--- src/clsu_pkg.sv ---
// ----------------------------------------------------------------------------
// Character LCD command sequencer package
// Request and transfer types, command codes and the power-up sequence table.
// ----------------------------------------------------------------------------
`default_nettype none

package clsu_pkg;

    localparam int GLYPH_ROWS  = 8;
    localparam int INIT_LEN    = 7;
    localparam int GLYPH_LEN   = GLYPH_ROWS + 2;
    localparam int STEP_W      = $clog2(GLYPH_LEN);
    localparam int INIT_IDX_W  = $clog2(INIT_LEN);
    localparam int ROW_IDX_W   = $clog2(GLYPH_ROWS);
    localparam int QUEUE_DEPTH = 2;

    localparam logic [2:0] CMD_INIT       = 3'd0;
    localparam logic [2:0] CMD_CLEAR      = 3'd1;
    localparam logic [2:0] CMD_GOTO       = 3'd2;
    localparam logic [2:0] CMD_WRITE_AT   = 3'd3;
    localparam logic [2:0] CMD_WRITE_NEXT = 3'd4;
    localparam logic [2:0] CMD_GLYPH      = 3'd5;

    localparam logic [7:0] SET_DDRAM     = 8'h80;
    localparam logic [7:0] SET_CGRAM     = 8'h40;
    localparam logic [7:0] CLEAR_DISPLAY = 8'h01;

    typedef enum logic [2:0] {
        OP_INIT,
        OP_CLEAR,
        OP_GOTO,
        OP_WRITE_AT,
        OP_WRITE_NEXT,
        OP_GLYPH
    } op_t;

    typedef struct packed {
        logic [2:0]  cmd;
        logic        row;
        logic [5:0]  col;
        logic [7:0]  char_code;
        logic [2:0]  glyph_index;
        logic [63:0] glyph_rows;
    } req_t;

    typedef struct packed {
        logic       is_data;
        logic [7:0] bus_byte;
        logic       poll_busy;
        logic [4:0] delay_before_ms;
        logic [3:0] delay_after_ms;
        logic       last;
    } txn_t;

    typedef struct packed {
        op_t                  op;
        logic [7:0]           addr_byte;
        logic [7:0]           char_code;
        logic [63:0]          glyph_rows;
        logic [STEP_W-1:0]    last_step;
    } desc_t;

    typedef struct packed {
        logic full;
        logic empty;
    } queue_status_t;

    function automatic txn_t init_txn(input logic [INIT_IDX_W-1:0] idx);
        txn_t t;
        t = '0;
        unique case (idx)
            3'd0: begin
                t.bus_byte        = 8'h30;
                t.delay_before_ms = 5'd16;
                t.delay_after_ms  = 4'd5;
            end
            3'd1: begin
                t.bus_byte       = 8'h30;
                t.delay_after_ms = 4'd1;
            end
            3'd2: begin
                t.bus_byte       = 8'h30;
                t.delay_after_ms = 4'd1;
            end
            3'd3: begin
                t.bus_byte       = 8'h38;
                t.delay_after_ms = 4'd4;
            end
            3'd4: begin
                t.bus_byte        = 8'h0C;
                t.delay_before_ms = 5'd4;
                t.delay_after_ms  = 4'd4;
            end
            3'd5: begin
                t.bus_byte       = 8'h01;
                t.delay_after_ms = 4'd4;
            end
            3'd6: begin
                t.bus_byte       = 8'h06;
                t.delay_after_ms = 4'd4;
            end
            default: begin
                t = '0;
            end
        endcase
        return t;
    endfunction

endpackage

`default_nettype wire

--- src/clsu_front.sv ---
// ----------------------------------------------------------------------------
// Character LCD command sequencer front end
// Accepts requests, classifies them and writes a descriptor into the queue.
// ----------------------------------------------------------------------------
`default_nettype none

module clsu_front (
    input  wire logic                   s_valid,
    output logic                        s_ready,
    input  wire clsu_pkg::req_t         s_payload,
    input  wire clsu_pkg::queue_status_t q_status,
    output logic                        q_wr_en,
    output clsu_pkg::desc_t             q_wr_desc
);
    import clsu_pkg::*;

    logic known_cmd;

    assign s_ready = !q_status.full;

    always_comb begin
        known_cmd           = 1'b1;
        q_wr_desc.op        = OP_INIT;
        q_wr_desc.addr_byte = SET_DDRAM | {1'b0, s_payload.row, s_payload.col};
        q_wr_desc.char_code = s_payload.char_code;
        q_wr_desc.glyph_rows = s_payload.glyph_rows;
        q_wr_desc.last_step = '0;
        unique case (s_payload.cmd)
            CMD_INIT: begin
                q_wr_desc.op        = OP_INIT;
                q_wr_desc.last_step = STEP_W'(INIT_LEN - 1);
            end
            CMD_CLEAR: begin
                q_wr_desc.op = OP_CLEAR;
            end
            CMD_GOTO: begin
                q_wr_desc.op = OP_GOTO;
            end
            CMD_WRITE_AT: begin
                q_wr_desc.op        = OP_WRITE_AT;
                q_wr_desc.last_step = STEP_W'(1);
            end
            CMD_WRITE_NEXT: begin
                q_wr_desc.op = OP_WRITE_NEXT;
            end
            CMD_GLYPH: begin
                q_wr_desc.op        = OP_GLYPH;
                q_wr_desc.addr_byte = SET_CGRAM | {2'b00, s_payload.glyph_index, 3'b000};
                q_wr_desc.last_step = STEP_W'(GLYPH_LEN - 1);
            end
            default: begin
                known_cmd = 1'b0;
            end
        endcase
    end

    // Unused command codes are consumed without producing a descriptor.
    assign q_wr_en = s_valid && s_ready && known_cmd;

endmodule

`default_nettype wire

--- src/clsu_queue.sv ---
// ----------------------------------------------------------------------------
// Character LCD command sequencer descriptor queue
// Short first-in first-out buffer between the front end and the back end.
// ----------------------------------------------------------------------------
`default_nettype none

module clsu_queue (
    input  wire logic                    aclk,
    input  wire logic                    aresetn,
    input  wire logic                    wr_en,
    input  wire clsu_pkg::desc_t         wr_desc,
    input  wire logic                    rd_pop,
    output clsu_pkg::desc_t              rd_desc,
    output clsu_pkg::queue_status_t      status
);
    import clsu_pkg::*;

    localparam int PTR_W = (QUEUE_DEPTH > 1) ? $clog2(QUEUE_DEPTH) : 1;
    localparam int CNT_W = $clog2(QUEUE_DEPTH + 1);

    desc_t             entry_reg [QUEUE_DEPTH];
    logic [PTR_W-1:0]  wr_ptr_reg;
    logic [PTR_W-1:0]  wr_ptr_next;
    logic [PTR_W-1:0]  rd_ptr_reg;
    logic [PTR_W-1:0]  rd_ptr_next;
    logic [CNT_W-1:0]  count_reg;
    logic [CNT_W-1:0]  count_next;
    logic              do_wr;
    logic              do_rd;

    assign status.full  = (count_reg == CNT_W'(QUEUE_DEPTH));
    assign status.empty = (count_reg == '0);
    assign do_wr        = wr_en && !status.full;
    assign do_rd        = rd_pop && !status.empty;
    assign rd_desc      = entry_reg[rd_ptr_reg];

    always_comb begin
        wr_ptr_next = wr_ptr_reg;
        rd_ptr_next = rd_ptr_reg;
        count_next  = count_reg;
        if (do_wr) begin
            wr_ptr_next = (wr_ptr_reg == PTR_W'(QUEUE_DEPTH - 1)) ? '0 : wr_ptr_reg + 1'b1;
        end
        if (do_rd) begin
            rd_ptr_next = (rd_ptr_reg == PTR_W'(QUEUE_DEPTH - 1)) ? '0 : rd_ptr_reg + 1'b1;
        end
        if (do_wr && !do_rd) begin
            count_next = count_reg + 1'b1;
        end else if (do_rd && !do_wr) begin
            count_next = count_reg - 1'b1;
        end
    end

    always_ff @(posedge aclk) begin
        if (!aresetn) begin
            wr_ptr_reg <= '0;
            rd_ptr_reg <= '0;
            count_reg  <= '0;
        end else begin
            wr_ptr_reg <= wr_ptr_next;
            rd_ptr_reg <= rd_ptr_next;
            count_reg  <= count_next;
        end
    end

    always_ff @(posedge aclk) begin
        if (do_wr) begin
            entry_reg[wr_ptr_reg] <= wr_desc;
        end
    end

endmodule

`default_nettype wire

--- src/clsu_back.sv ---
// ----------------------------------------------------------------------------
// Character LCD command sequencer back end
// Steps through each descriptor and emits one bus transfer per cycle while m_ready is high.
// ----------------------------------------------------------------------------
`default_nettype none

module clsu_back (
    input  wire logic                    aclk,
    input  wire logic                    aresetn,
    input  wire clsu_pkg::desc_t         q_desc,
    input  wire clsu_pkg::queue_status_t q_status,
    output logic                         q_pop,
    output logic                         m_valid,
    input  wire logic                    m_ready,
    output clsu_pkg::txn_t               m_payload
);
    import clsu_pkg::*;

    logic [STEP_W-1:0]    step_reg;
    logic [STEP_W-1:0]    step_next;
    logic                 m_valid_reg;
    logic                 m_valid_next;
    txn_t                 m_payload_reg;
    txn_t                 txn;
    logic                 load;
    logic                 final_step;
    logic [ROW_IDX_W-1:0] row_idx;

    assign final_step = (step_reg == q_desc.last_step);
    assign load       = !q_status.empty && (!m_valid_reg || m_ready);
    assign q_pop      = load && final_step;
    assign row_idx    = ROW_IDX_W'(step_reg - 1'b1);

    always_comb begin
        txn           = '0;
        txn.poll_busy = 1'b1;
        unique case (q_desc.op)
            OP_INIT: begin
                txn = init_txn(step_reg[INIT_IDX_W-1:0]);
            end
            OP_CLEAR: begin
                txn.bus_byte = CLEAR_DISPLAY;
            end
            OP_GOTO: begin
                txn.bus_byte = q_desc.addr_byte;
            end
            OP_WRITE_AT: begin
                if (step_reg == '0) begin
                    txn.bus_byte = q_desc.addr_byte;
                end else begin
                    txn.is_data  = 1'b1;
                    txn.bus_byte = q_desc.char_code;
                end
            end
            OP_WRITE_NEXT: begin
                txn.is_data  = 1'b1;
                txn.bus_byte = q_desc.char_code;
            end
            OP_GLYPH: begin
                if (step_reg == '0) begin
                    txn.bus_byte = q_desc.addr_byte;
                end else if (final_step) begin
                    txn.bus_byte = SET_DDRAM;
                end else begin
                    txn.is_data  = 1'b1;
                    txn.bus_byte = q_desc.glyph_rows[{row_idx, 3'b000} +: 8];
                end
            end
            default: begin
                txn = '0;
            end
        endcase
        txn.last = final_step;
    end

    always_comb begin
        step_next    = step_reg;
        m_valid_next = m_valid_reg;
        if (load) begin
            m_valid_next = 1'b1;
            step_next    = final_step ? '0 : step_reg + 1'b1;
        end else if (m_ready) begin
            m_valid_next = 1'b0;
        end
    end

    always_ff @(posedge aclk) begin
        if (!aresetn) begin
            step_reg    <= '0;
            m_valid_reg <= 1'b0;
        end else begin
            step_reg    <= step_next;
            m_valid_reg <= m_valid_next;
        end
    end

    always_ff @(posedge aclk) begin
        if (load) begin
            m_payload_reg <= txn;
        end
    end

    assign m_valid   = m_valid_reg;
    assign m_payload = m_payload_reg;

endmodule

`default_nettype wire

--- src/char_lcd_command_sequencer_unit.sv ---
// ----------------------------------------------------------------------------
// Character LCD command sequencer unit
// Expands text display requests into runs of 8-bit LCD bus transfers.
//
// Requests arrive on the s_ channel as one packed request per transfer.
// Results leave on the m_ channel, one bus transaction per transfer, with
// last set on the final transaction of each request. Initialize yields 7
// transactions, define glyph 10, write char at position 2, the others 1;
// unused command codes are accepted and yield none.
// When the back end is free, the first transaction of a request is presented
// at the clock edge after the one that accepts the request. The back end
// steps through the head descriptor with one step counter and emits one
// transaction per cycle while m_ready stays high. A two-entry
// descriptor queue lets new requests be accepted while earlier ones
// are still being emitted.
// When the receiver stalls, the output register holds its transaction and
// the queue fills; s_ready drops only when both queue entries are taken.
// Reset clears the queue and the step counter and drops m_valid.
// ----------------------------------------------------------------------------
`default_nettype none

module char_lcd_command_sequencer_unit (
    input  wire logic            aclk,
    input  wire logic            aresetn,
    input  wire logic            s_valid,
    output logic                 s_ready,
    input  wire clsu_pkg::req_t  s_payload,
    output logic                 m_valid,
    input  wire logic            m_ready,
    output clsu_pkg::txn_t       m_payload
);
    import clsu_pkg::*;

    queue_status_t q_status;
    logic          q_wr_en;
    desc_t         q_wr_desc;
    logic          q_pop;
    desc_t         q_rd_desc;

    clsu_front u_front (
        .s_valid   (s_valid),
        .s_ready   (s_ready),
        .s_payload (s_payload),
        .q_status  (q_status),
        .q_wr_en   (q_wr_en),
        .q_wr_desc (q_wr_desc)
    );

    clsu_queue u_queue (
        .aclk    (aclk),
        .aresetn (aresetn),
        .wr_en   (q_wr_en),
        .wr_desc (q_wr_desc),
        .rd_pop  (q_pop),
        .rd_desc (q_rd_desc),
        .status  (q_status)
    );

    clsu_back u_back (
        .aclk      (aclk),
        .aresetn   (aresetn),
        .q_desc    (q_rd_desc),
        .q_status  (q_status),
        .q_pop     (q_pop),
        .m_valid   (m_valid),
        .m_ready   (m_ready),
        .m_payload (m_payload)
    );

endmodule

`default_nettype wire

--- config.mk ---
export PLATFORM = sky130hd
export DESIGN_NAME = char_lcd_command_sequencer_unit
export DESIGN_NICKNAME = d
export VERILOG_FILES = /design/src/clsu_pkg.sv /design/src/clsu_front.sv /design/src/clsu_queue.sv /design/src/clsu_back.sv /design/src/char_lcd_command_sequencer_unit.sv
export SDC_FILE = /design/constraint.sdc
export NUM_CORES = 1
export LEC_CHECK = 0
export BUFFER_PORTS_ARGS = -buffer_cell sky130_fd_sc_hd__buf_2
export CAP_MARGIN = 30
export CORE_MARGIN = 2
export CORE_UTILIZATION = 40
export DETAILED_ROUTE_END_ITERATION = 7
export HOLD_SLACK_MARGIN = 0.05
export REMOVE_ABC_BUFFERS = 1
export SLEW_MARGIN = 10
export SYNTH_ARGS = -nofsm -noshare
export SYNTH_HDL_FRONTEND = slang
export SYNTH_SLANG_ARGS = --single-unit
--- constraint.sdc ---
create_clock -name aclk -period 7.95 [get_ports aclk]
set_clock_uncertainty 0.2 [all_clocks]
set_input_delay 1.59 -clock aclk [delete_from_list [all_inputs] [get_ports aclk]]
set_output_delay 1.59 -clock aclk [all_outputs]
set_load 0.005 [all_outputs]
# == Word-level counts from Yosys, hierarchy flattened ==
# Memory sizes are Yosys's and may differ from the RTL's. A register that Yosys moved wholly into a read port is not among the register bits.
# Index checks and enable logic that the tools add are counted.
# Widths: inputs -> output; s select.
# word_totals
memories,1
out_inout_bits,22
word_cells,90
inputBits,89
mem_bits_rw,174
reg_bits,29
# mem_list
name,depth,word_bits,rd,rd_clocked_by_memory_dff,wr,line,rtl
u_queue.entry_reg,2,87,1,1,1,clsu_queue.sv:21,desc_t entry_reg [QUEUE_DEPTH];
# op_classes
n_addsub,6
shifts,1
eq_ne,18
mux,27
reduce_logical,26
# ops
operator,count
$shiftx 64x7->8,1
$pmux 8 s6,1
$mux 8,4
$pmux 6 s5,1
$pmux 11 s2,1
$eq 3x3->1 const B,7
$eq 3x2->1 const B,6
$pmux 3 s5,1
$mux 1,12
$pmux 4 s3,1
$pmux 5 s2,1
$eq 3x1->1 const B,3
$logic_not 3->1,3
$pmux 3 s3,1
$logic_and 1x1->1,8
$reduce_or 6->1,1
$logic_not 1->1,5
$reduce_or 5->1,1
$add 4x1->4 const B,1
$eq 4x4->1,1
$logic_not 4->1,1
$mux 2,2
$mux 4,1
$reduce_bool 2->1,2
11 further kinds,12

# == Depth between registers and ports, before layout ==
# logic_depth
depth_word,9
ltp_mapped,13
depth_no_buf,9

# == Modules after synthesis ==
# From an unflattened synthesis, not the netlist that was laid out.
# hier_totals
cells_unflattened,557
hier_area_um2,9105.0
# modules_own_cells
module,n_inst,area_per_inst_um2,cells_per_inst,seq_area_each_um2
clsu_queue,1,6632.6,296,5325.1
clsu_back,1,1726.7,165,550.5
clsu_front,1,745.7,96,0.0

# == Worst setup path before layout ==
# Ideal clock, no wire load.
# synth_path
path_kind,input-to-reg
startpoint,input port s_payload[83] (netlist bit)
endpoint,"memory u_queue.entry_reg[0][0] (netlist bit), enable pin"
arrival_time_ps,5678
slack_ps,1531
setup_ps,541
stages,3
t_required_ps,7209
n_path_buf,0
cell_sequence,nand2_1 and3_1 nor2b_1
# synth_via
elab_chain_cells,7
elab_cells_between_ends,12
classes_between,5 x eq/ne; 3 x mux; 4 x reduce/logical
# synth_lines
element,line,rtl
from (decl),char_lcd_command_sequencer_unit.sv:27,"input wire clsu_pkg::req_t s_payload,"
"$eq 3x1->1, or another cell as far along",clsu_front.sv:28,unique case (s_payload.cmd)
$reduce_or 6->1 (no source line) *,n/a,
$mux 1 *,clsu_front.sv:28,
$logic_and 1x1->1 *,clsu_front.sv:58,assign q_wr_en = s_valid && s_ready && known_cmd;
$logic_and 1x1->1 *,clsu_queue.sv:33,assign do_wr = wr_en && !status.full;
net u_queue.do_wr,clsu_queue.sv:28,logic do_wr;
$mux 1 *,clsu_queue.sv:67,if (do_wr) begin
$mux 1 (implied by the code) *,clsu_queue.sv:68,entry_reg[wr_ptr_reg] <= wr_desc;
to (decl),clsu_queue.sv:21,
# Mark *: on every way through the listed nets, which the timed path passes. The rest lies on a longest branch.

# == Worst setup path in the final report ==
# layout_path
startpoint,input port s_payload[83] (netlist bit)
endpoint,"memory u_queue.entry_reg[0][24] (netlist bit), enable pin"
# The elaborated chain is that of the path after synthesis.

==> flow_metrics.py <==
metrics = {
    "routing": {
        "drt-initial-drc-count": 420,
        "first_pass_iters": 4,
        "routed_wirelength_um": 15500,
        "via_count": 4403,
        "wire_per_inst_um": 18.2,
        "drc": 0,
        "ant_nets": 0,
        "vias_per_cell": 5.19,
    },
    "synthesis": {
        "synth_seq_area_share_pct": 70.9,
        "synth-edff-count": 187,
        "ys.flop_type": "edfxtp_1",
        "synth_cells": 460,
        "synth_seq_cells": 197,
        "synth_area_um2": 8200,
        "synthDistinctLibCells": 56,
        "syn_area_per_cell_um2": 17.8,
        "yosysWarnings": 0,
        "async_flop_share_pct": 0,
    },
    "cts": {
        "cts_tree": "yes",
        "cts_buffers": 17,
        "clk_latency_ns": 0.42,
        "clock_sinks": 197,
        "cts.reportedPaths.clkPinSlew_ns": 0.06,
        "postCtsSetupRepairBufs": 0,
        "hold_buffers": 0,
        "root_buffer": "clkbuf_16",
        "cts-resized-gates": 0,
        "cts_buffer_depth": 2,
        "h-tree-depth": 4,
    },
    "global_routing": {
        "grt_use_met1_pct": 20.0,
        "antenna_found_initial": 1,
        "grt_pass1_vias": 4478,
        "global_route.usage.met2_pct": 24.4,
        "grt_pass1_wl_um": 24400,
        "track_usage_pct": 15.0,
        "overflow": 0,
        "met3_usage_pct": 3.60,
        "busiest_layer": "met2",
        "grt_max_degree": 63,
    },
    "power": {
        "irDropWorstVdd_v": 0.000158,
        "p_leak_nw": 3.23,
        "total_power_mw": 3.09,
        "powerDensity_nw_per_um2": 324,
    },
    "layout": {
        "layout_commonest_cell": "edfxtp_1",
        "multi_input_area_um2": 2200,
        "n_fill_cell": 1769,
        "largest_register_ffs": 172,
        "n_antenna_cell": 0,
        "stdcell_area_um2": 9560,
        "final_cell_mix": "187 x edfxtp_1, 105 x buf_2, 39 x mux4_2",
        "nets": 664,
        "area_growth_pct": 16.5,
        "register_area_um2": 5820,
        "drive_gt1_share_pct": 33.9,
        "layout.cells.non_filler": 848,
    },
    "outcome": {
        "status": "finished clean",
    },
    "timing": {
        "hold_violations": 0,
        "slew_headroom_pct": 43.2,
        "setup_tns_ns": 0,
        "period_share_pct": 47.0,
        "rsz0062_at_grt": "false",
        "worstMarginPinSlew_ns": 0.836,
        "setup_viol": 0,
        "timing.fmax_mhz": 268,
        "period_needed_ns": 3.74,
        "finalMaxSlewViolations": 0,
    },
    "floorplan": {
        "core_um2": 20200,
        "initial_core_util_pct": 40.7,
        "die_x_um": 147,
        "die_area_um2": 21700,
        "num_rows": 52,
        "die_height_um": 147,
        "io_pins": 111,
    },
    "critical_path": {
        "crit_slowest_cell": "buf_4",
        "path_depth": 5,
        "path_class": "input pin to flop",
        "worstPathRequired_ns": 7.80,
        "cp_max_fo": 62,
        "crit_start": "s_payload[83]",
        "worstSetupEndpoint": "u_queue.entry_reg[0][24]$_DFFE_PP_",
        "cp_data_arrival_time_ns": 3.58,
        "cp_num_buf_inv": 2,
        "reg2reg_depth": 9,
        "cp_top_family": "simple AND/OR/NAND/NOR gates",
        "startpoint_type": "input pin",
        "critPathMaxStageDelay_ns": 0.77,
        "crit_chain": "buf_2 -> nand2_1 -> and3_1 -> nor2b_4 -> buf_4",
        "end_kind": "flop",
        "r2r_end": "u_queue.count_reg[1]$_SDFFE_PN0P_",
        "reg2reg_slack_ns": 4.47,
    },
    "placement": {
        "dp_hpwl_um": 10500,
        "place_area_um2": 8970,
        "place_inst": 818,
        "gp_congestion": 0.835,
        "portBuffers": 105,
    },
    "worst_hold_path": {
        "hold_path.class": "flop to flop",
        "hold_depth": 2,
    },
    "run": {
        "cap_violations": 0,
    },
}
==> final cells by class <==
type	instances	area share, %
sequential	197	60.9
multi-input combinational	232	23.0
clock buffer	19	4.53
tap	270	3.53
inverter	9	0.353
timing repair buffer	111	6.31
clock inverter	10	1.41
==> logic make-up after synthesis <==
| logic type | synth area share [%] |
|---|---|
| adder cells (fa/ha/maj) | 1.07 |
| other | 0.0457 |
| AO/OA/AOI/OAI | 3.93 |
| buffers and inverters | 2.65 |
| flip-flops | 70.9 |
| AND/OR/NAND/NOR | 6.01 |
| multiplexers | 14.7 |
| XOR/XNOR | 0.732 |
==> metal layers <==
layer,share of wire (%),vias up
li1,-,2054
met1,44,2191
met2,49,139
met3,5.4,17
met4,1.2,2
met5,0.071,-
==> worst min-delay path by stage <==
| stage | start | end | slack, ns |
|---|---|---|---|
| 4_1_cts | u_back.m_valid$_SDFFE_PN0P_ | u_back.m_valid$_SDFFE_PN0P_ | 0.31 |
| 3_3_place_gp | u_queue.rd_ptr_reg$_SDFFE_PN0P_ | flop | 0.29 |
| 5_1_grt | u_back.m_valid$_SDFFE_PN0P_ | u_back.m_valid$_SDFFE_PN0P_ | 0.34 |
| 2_1_floorplan | u_queue.rd_ptr_reg$_SDFFE_PN0P_ | flop | 0.28 |
| 3_5_place_dp | u_queue.rd_ptr_reg$_SDFFE_PN0P_ | flop | 0.29 |
| 6_report | u_back.m_valid$_SDFFE_PN0P_ | u_back.m_valid$_SDFFE_PN0P_ | 0.30 |
==> worst min-delay path, stage by stage, from the launching register on <==
cell and delay (ns):
dfxtp_1 0.31, nand2b_1 0.08, a21oi_1 0.06
==> where the power goes <==
| part | internal, mW | total (mW) | switching [mW] |
|---|---|---|---|
| logic | 0.375 | 0.852 | 0.476 |
| registers | 1.34 | 1.41 | 0.0674 |
| clock network | 0.487 | 0.830 | 0.343 |
| total | 2.21 | 3.09 | 0.886 |
==> synthesized netlist by cell type (3+ instances only) <==
cell | n | area, um^2
a21oi_1 | 10 | 50.1
clkbuf_1 | 8 | 30.0
dfxtp_1 | 10 | 200
buf_6 | 3 | 33.8
nand4_1 | 7 | 43.8
mux2i_1 | 21 | 210
o21ai_0 | 3 | 15.0
nor2_1 | 14 | 52.6
nand3_1 | 6 | 30.0
ha_1 | 7 | 87.6
mux2_2 | 8 | 90.1
nor3_1 | 14 | 70.1
edfxtp_1 | 187 | 5620
buf_4 | 7 | 52.6
nor2b_1 | 3 | 18.8
and3_1 | 4 | 25.0
o21ai_1 | 6 | 30.0
a22oi_1 | 3 | 22.5
and2_1 | 8 | 50.1
nand2_1 | 25 | 93.8
xor2_1 | 3 | 26.3
mux4_2 | 39 | 878
o22ai_1 | 8 | 50.1
buf_2 | 4 | 20.0
nand2b_1 | 4 | 25.0
inv_1 | 7 | 26.3
==> metrics by stage <==
step                util (%)  hold slack, ns  setup WS, ns
floorplan                  -           0.282          1.53
global placement        44.3           0.288          3.79
detailed placement      44.5           0.291          3.69
CTS                     47.3           0.306          4.01
global route            47.4           0.342          4.01
finish                  47.4           0.299          4.21
Power figures use the tool's default switching activity.
